### src/smfd_pkg.sv
// shared types, constants and fixed-point helpers for the stereo modulated delay
// no dependencies
package smfd_pkg;

  localparam int CFG_IDX_W  = 3;
  localparam int CFG_DATA_W = 27;

  localparam logic [CFG_IDX_W-1:0] REG_TAP_LEFT  = 3'd0;
  localparam logic [CFG_IDX_W-1:0] REG_TAP_RIGHT = 3'd1;
  localparam logic [CFG_IDX_W-1:0] REG_FEEDBACK  = 3'd2;
  localparam logic [CFG_IDX_W-1:0] REG_CROSS     = 3'd3;
  localparam logic [CFG_IDX_W-1:0] REG_WET       = 3'd4;
  localparam logic [CFG_IDX_W-1:0] REG_LEVEL     = 3'd5;
  localparam logic [CFG_IDX_W-1:0] REG_MOD_DEPTH = 3'd6;
  localparam logic [CFG_IDX_W-1:0] REG_MOD_STEP  = 3'd7;

  localparam int Q_FROZEN      = 65208;
  localparam int Q_FREEZE_WET  = 44564;
  localparam int Q_STUTTER_WET = 60293;
  localparam int Q_DRY_WET     = 18350;
  localparam int Q_DRY_STUTTER = 61604;
  localparam int LIM_FEEDBACK  = 44564;
  localparam int LIM_CROSS     = 60293;
  localparam int LIM_WET       = 44564;
  localparam int LIM_UNITY     = 65536;
  localparam int KNEE_Q15      = 30147;
  localparam int CEIL_Q15      = 32604;
  localparam int HEAD_Q15      = CEIL_Q15 - KNEE_Q15;

  localparam int DIV_NUM_W = 34;
  localparam int DIV_DEN_W = 20;
  localparam int DIV_Q_W   = 16;

  typedef struct packed {
    logic signed [15:0] in_left;
    logic signed [15:0] in_right;
    logic [16:0]        freeze_amount;
    logic [16:0]        stutter_amount;
  } in_t;

  typedef struct packed {
    logic signed [15:0] out_left;
    logic signed [15:0] out_right;
  } out_t;

  // shift right rounding half away from zero
  function automatic logic signed [47:0] rsh(input logic signed [47:0] x,
                                             input int unsigned s);
    logic [47:0] mag;
    logic [47:0] r;
    mag = x[47] ? 48'(-x) : 48'(x);
    r = (mag + (48'd1 << (s - 1))) >> s;
    return x[47] ? -$signed(r) : $signed(r);
  endfunction

  function automatic logic signed [47:0] qmul(input logic signed [47:0] a,
                                              input logic signed [47:0] b,
                                              input int unsigned s);
    return rsh(a * b, s);
  endfunction

  function automatic logic signed [47:0] blend(input logic signed [47:0] a,
                                               input logic signed [47:0] b,
                                               input logic [16:0] g);
    return a + rsh((b - a) * $signed(48'(g)), 16);
  endfunction

  function automatic logic signed [16:0] interp(input logic [15:0] a,
                                                input logic [15:0] b,
                                                input logic [7:0] f);
    logic signed [47:0] d;
    logic signed [47:0] r;
    d = 48'($signed(b)) - 48'($signed(a));
    r = 48'($signed(a)) + rsh(d * $signed(48'(f)), 8);
    return r[16:0];
  endfunction

  function automatic logic [15:0] sat16(input logic signed [47:0] v);
    logic [15:0] r;
    if (v > 48'sd32767) begin
      r = 16'h7fff;
    end else if (v < -48'sd32768) begin
      r = 16'h8000;
    end else begin
      r = v[15:0];
    end
    return r;
  endfunction

endpackage

### src/smfd_div.sv
// restoring divider, one quotient bit per cycle
// depends on smfd_pkg
module smfd_div (
  input  logic                           clk,
  input  logic                           rst_n,
  input  logic                           start,
  input  logic [smfd_pkg::DIV_NUM_W-1:0] num,
  input  logic [smfd_pkg::DIV_DEN_W-1:0] den,
  output logic                           done,
  output logic [smfd_pkg::DIV_Q_W-1:0]   quo
);
  import smfd_pkg::*;

  localparam int SW = DIV_DEN_W + DIV_Q_W;
  localparam int CW = $clog2(DIV_Q_W);

  logic [SW-1:0]        rem_r;
  logic [SW-1:0]        dsh_r;
  logic [DIV_Q_W-1:0]   quo_r;
  logic [CW-1:0]        cnt_r;
  logic                 busy_r;
  logic                 done_r;
  logic                 take;

  assign take = rem_r >= dsh_r;

  always_ff @(posedge clk) begin
    if (!rst_n) begin
      busy_r <= 1'b0;
      done_r <= 1'b0;
      cnt_r  <= '0;
    end else begin
      done_r <= 1'b0;
      if (start) begin
        busy_r <= 1'b1;
        cnt_r  <= '0;
        rem_r  <= SW'(num);
        dsh_r  <= {den, {(DIV_Q_W-1){1'b0}}, 1'b0} >> 1;
      end else if (busy_r) begin
        if (take) begin
          rem_r <= rem_r - dsh_r;
        end
        quo_r <= {quo_r[DIV_Q_W-2:0], take};
        dsh_r <= dsh_r >> 1;
        cnt_r <= cnt_r + 1'b1;
        if (cnt_r == CW'(DIV_Q_W - 1)) begin
          busy_r <= 1'b0;
          done_r <= 1'b1;
        end
      end
    end
  end

  assign done = done_r;
  assign quo  = quo_r;

endmodule

### config.mk
export PLATFORM = sky130hd
export DESIGN_NAME = smfd_div
export DESIGN_NICKNAME = d
export VERILOG_FILES = /design/src/smfd_pkg.sv /design/src/smfd_div.sv
export SDC_FILE = /design/constraint.sdc
export NUM_CORES = 1
export LEC_CHECK = 0
export BUFFER_PORTS_ARGS = -buffer_cell sky130_fd_sc_hd__buf_2
export CAP_MARGIN = 0
export CORE_UTILIZATION = 55
export DETAILED_ROUTE_END_ITERATION = 10
export PLACE_DENSITY = 0.74
export RECOVER_POWER = 100
export SLEW_MARGIN = 20
export SYNTH_ARGS = -nofsm -noshare
export SYNTH_HDL_FRONTEND = slang
export SYNTH_SLANG_ARGS = --single-unit
### constraint.sdc
create_clock -name clk -period 9.2 [get_ports clk]
set_input_delay 1.84 -clock clk [delete_from_list [all_inputs] [get_ports clk]]
set_output_delay 1.84 -clock clk [all_outputs]
set_load 0.05 [all_outputs]
==> reports/qor.yml, run 1 <==
finish.instance_area_um2: 6310
critPathKind: "in2reg"
htreeDepth: 3
tns_ns: 0
clockBufferDepth: 2
ir_drop_v: 0.000111
dp_worst_setup_slack_ns: 4.58
syn_area_um2: 5690
synth_most_common_cell: "edfxtp_1"
postCtsSetupBuffers: 0
initial_core_util_pct: 57.4
fill_cells: 834
finalSetupViolations: 0
synth_area_leader_cell: "edfxtp_1"
fin_util_pct: 63.7
ctsResizeCount: 0
synthCells: 585
synth.net_count: 679
crit_fanout: 68
grt_pass1_wl_um: 19900
fin_cells: 783
required_ns: 9.22
async_flop_share_pct: 0
ys_seq_elements: 93
gp_congestion: 0.864
diodes: 0
pin_count: 74
status: "finished with violations"
finalCritPeriodShare_pct: 59.2
portBuffers: 73
rrSetupSlack_ns: 5.71
top_usage_layer: "met2"
maxSlewHeadroom_pct: -45.6
fp.dieH_um: 104
use_met3_pct: 5.92
yosysUniqueCellTypes: 58
hpwlAfterDp_um: 8370
use_met2_pct: 37.6
die_w_um: 104
drv_cap: 1
clk_latency_ns: 0.38
setup_ws_ns: 3.75
syn_area_per_cell_um2: 9.73
synth_top_cell_area_share_pct: 45.9
ant_nets: 0
seq_area_frac_synth_pct: 48.0
placementRows: 36
drt-total-wl_um: 11700
placed_area_um2: 6130
worst_slew_pin_slew_ns: 2.18
finalCriticalPeriod_ns: 5.45
cts_buffers: 9
fmax_mhz: 184
area_delta_synth_final_pct: 11.0
drc_errors: 0
power_density_nw_per_um2: 176
vias_per_cell: 5.67
worstSetupEndpointType: "flip-flop"
synthTopCellsByCount: "87 x edfxtp_1, 82 x nand2_1, 69 x o21ai_0"
cp-start-kind: "primary input"
antenna_found_initial: 0
core_um2: 9910
grt.met1_usage_pct: 30.2
violations: "capacitance limit, slew limit"
grt_pass1_vias: 4335
grt_overflow: 0
p_leak_nw: 2.58
routedWlPerCell_um: 14.9
groute.usage.overall_pct: 23.0
place_inst: 767
drt_iter0_drc: 342
ys.flop_type: "edfxtp_1"
hold_viol: 0
die-area_um2: 10800
yosys-top-cells-area: "edfxtp_1 46%, ha_1 7.9%, o21ai_0 6.1%"
worstPathArrival_ns: 5.47
ctsHoldBuffers: 0
clk_pin_slew_ns: 0.09
slew_viol_final: 61
drive_gt1_share_pct: 13.4
hold_path.class: "reg2reg"
cts_sinks: 93
yosysWarnings: 0
vias: 4442
first_pass_iters: 7
clock_skew_ns: 0.00938
cts_root_buffer: "clkbuf_8"
tritoncts: "yes"
nets: 739
synth_edf_count: 87
grt_start_max_net_pins: 69
rsz0062_at_grt: "no"
==> stage by stage <==
stage                     power [W]  hold WS [ns]
after floorplan            0.000757         0.476
after global placement     0.000818         0.427
after detailed placement   0.000825         0.429
after CTS                   0.00111         0.451
after global routing        0.00117         0.464
final                       0.00111         0.457
==> power breakdown <==
group / switching [W] / internal (W)
Combinational: 0.000187 / 0.000121
Clock: 0.000158 / 0.000130
Sequential: 0.00000964 / 0.000503
==> placed cells by master (no fill, tap or decap), types with 6 or more instances in the layout <==
cell type  count
inv_1         46
nand2_1       82
a21o_1        17
a21oi_1       27
xnor2_1       18
dfxtp_1        6
clkbuf_8       9
nor2_1        40
nand4_1       11
clkbuf_1      18
xor2_1        13
ha_1          36
o21ai_0       71
buf_2         55
nor3_1        12
nand3_1       12
a31oi_1       11
edfxtp_1      87
==> cell families after synthesis <==
kind of cell             count (synthesis)  synth area share (%)
AO/OA/AOI/OAI                          169                  19.2
XOR/XNOR                                31                  4.77
adder cells (fa/ha/maj)                 37                  8.27
buffers and inverters                   73                  5.01
flip-flops                              93                  48.0
multiplexers                             4                 0.726
AND/OR/NAND/NOR                        178                  14.0
==> critical path: stages <==
cell and delay (ns):
clkbuf_1 1.52, buf_4 0.69, o21ai_0 0.19, inv_1 0.08
buf_4 0.44, o21a_1 0.19, buf_4 0.43
==> sequential cells by signal, indices dropped and copies added (netlist names) <==
register and count:
busy_r 1, cnt_r 4, done 1, dsh_r 35, quo 16, rem_r 36
==> final timing paths <==
path | startpoint | to | depth (start not counted)
hold / removal | quo[3] | quo[4] | 0
setup reg to reg | dsh_r[0] | rem_r[22] | 11
hold reg to reg | quo[3] | quo[4] | 0
setup / recovery | start | rem_r[22] | 7
==> area by class of cell <==
cell class | count | area (um^2) | share of cell area [%]
multi-input combinational | 419 | 2670 | 42.3
clock inverter | 7 | 81.3 | 1.29
sequential | 93 | 2730 | 43.3
inverter | 46 | 173 | 2.73
timing repair buffer | 76 | 365 | 5.79
tap | 133 | 166 | 2.64
clock buffer | 9 | 124 | 1.96
==> metal layers <==
metal  wire (um)  vias to the layer above
met5           0                        -
met4         155                        0
met3         610                       14
met2        5610                      142
met1        5330                     2052
li1            -                     2234
Power figures use the tool's default switching activity.
==> run 2, diff against run 1 <==
==> constraint.sdc (replaced) <==
create_clock -name clk -period 5.6 [get_ports clk]
set_input_delay 1.12 -clock clk [delete_from_list [all_inputs] [get_ports clk]]
set_output_delay 1.12 -clock clk [all_outputs]
set_load 0.05 [all_outputs]
==> run 2 against run 1 <==
Net effect: the run still ends with capacitance limit, slew limit left; core utilization is 0.38 points lower; wire length is 4.1% higher; via count is 0.97% higher; register-to-register slack worse by 4.2 ns.
==> reports/qor.yml, run 2 (synthesis gave the netlist of run 1 again) <==
status: "finished with violations"
violations: "capacitance limit, slew limit"
portBuffers: 73
area_delta_synth_final_pct: 10.3
fin_util_pct: 63.3
placementRows: 36
postCtsSetupBuffers: 0
cts_sinks: 93
drt-total-wl_um: 12200
diodes: 0
p_leak_nw: 2.57
worstSetupEndpointType: "flip-flop"
rrSetupSlack_ns: 1.51
grt_overflow: 0
rsz0062_at_grt: "no"
routedWlPerCell_um: 15.6
die_w_um: 104
critPathKind: "in2reg"
mostFrequentLayoutCells: "87 x edfxtp_1, 82 x nand2_1, 70 x o21ai_0"
groute.usage.overall_pct: 24.2
clk_pin_slew_ns: 0.11
cp-start-kind: "primary input"
grt_pass1_vias: 4467
fmax_mhz: 230
drive_gt1_share_pct: 13.1
tritoncts: "yes"
ant_nets: 0
grt_pass1_wl_um: 20900
clock_skew_ns: 0.0135
drc_errors: 0
regToRegStartpoint: "dsh_r[0]"
layout_commonest_cell: "edfxtp_1"
cts_buffers: 9
htreeDepth: 3
crit_fanout: 51
power_density_nw_per_um2: 285
crit_chain: "clkbuf_1 > o21ai_0 > inv_1 > buf_4 > o21a_1 > buf_4"
pin_count: 74
finalCritPeriodShare_pct: 77.6
hold_viol: 0
hold_start: "quo[11]"
finalSetupViolations: 0
path_buf_inv: 4
antenna_found_initial: 0
ctsResizeCount: 0
largest_reg_flops: 36
grt_start_max_net_pins: 78
ir_drop_v: 0.000131
tns_ns: 0
vias: 4485
crit_family: "buffers and inverters"
clockBufferDepth: 2
nets: 739
drt_iter0_drc: 273
fp.dieH_um: 104
core_um2: 9910
cp_slowest_stage_delay_ns: 1.25
maxSlewHeadroom_pct: -18.8
hpwlAfterDp_um: 8790
fill_cells: 909
die-area_um2: 10800
cts_root_buffer: "clkbuf_8"
worstPathArrival_ns: 4.41
clk_latency_ns: 0.39
critPathSlowestCell: "clkbuf_1"
startpoint: "start"
fin_cells: 783
hold_path.class: "reg2reg"
slew_viol_final: 52
initial_core_util_pct: 57.4
drv_cap: 1
vias_per_cell: 5.73
required_ns: 5.66
largest-register: "rem_r"
finalCriticalPeriod_ns: 4.34
place_inst: 767
gp_congestion: 0.949
ctsHoldBuffers: 0
worst_slew_pin_slew_ns: 1.78
first_pass_iters: 5
critPathMostFrequentCell: "buf_4"
run 2: final cells by class:
cell class | instances | area, um^2 | share of cell area, %
repair buffers | 76 | 363 | 5.78
well taps | 133 | 166 | 2.65
multi-input cells | 419 | 2650 | 42.2
inverters | 46 | 173 | 2.75
flip-flops and latches | 93 | 2730 | 43.5
clock buffers | 9 | 124 | 1.97
clock inverters | 7 | 67.6 | 1.08
run 2: path summary, 6_finish.rpt:
check | end | cells past startpoint
max | rem_r[20] | 6
min | quo[12] | 0
max reg2reg | rem_r[20] | 11
min reg2reg | quo[12] | 0
run 2: layer usage:
| layer | global-route usage (%) | part of all wire, % | vias up |
|---|---|---|---|
| met5 | 0 | 0 | - |
| met4 | 12.2 | 2.4 | 0 |
| met3 | 3.71 | 4.2 | 26 |
| met2 | 38.5 | 46 | 130 |
| met1 | 32.3 | 47 | 2093 |
| li1 | - | - | 2236 |
run 2: through the flow:
| step | total power, W | hold slack (ns) | area (um^2) | setup slack (ns) |
|---|---|---|---|---|
| after global routing | 0.00189 | 0.478 | 6280 | 0.834 |
| final | 0.00179 | 0.459 | 6280 | 1.26 |
| after global placement | 0.00135 | 0.426 | 6130 | 1.90 |
| after floorplan | 0.00124 | 0.476 | 5690 | 1.99 |
| after CTS | 0.00180 | 0.455 | 6330 | 1.71 |
| after detailed placement | 0.00136 | 0.430 | 6140 | 1.76 |
run 2: report_power, final:
part	internal, W	leakage, nW	switching, W
clock network	0.000171	0.0936	0.000269
logic	0.000198	1.60	0.000309
registers	0.000826	0.876	0.0000163
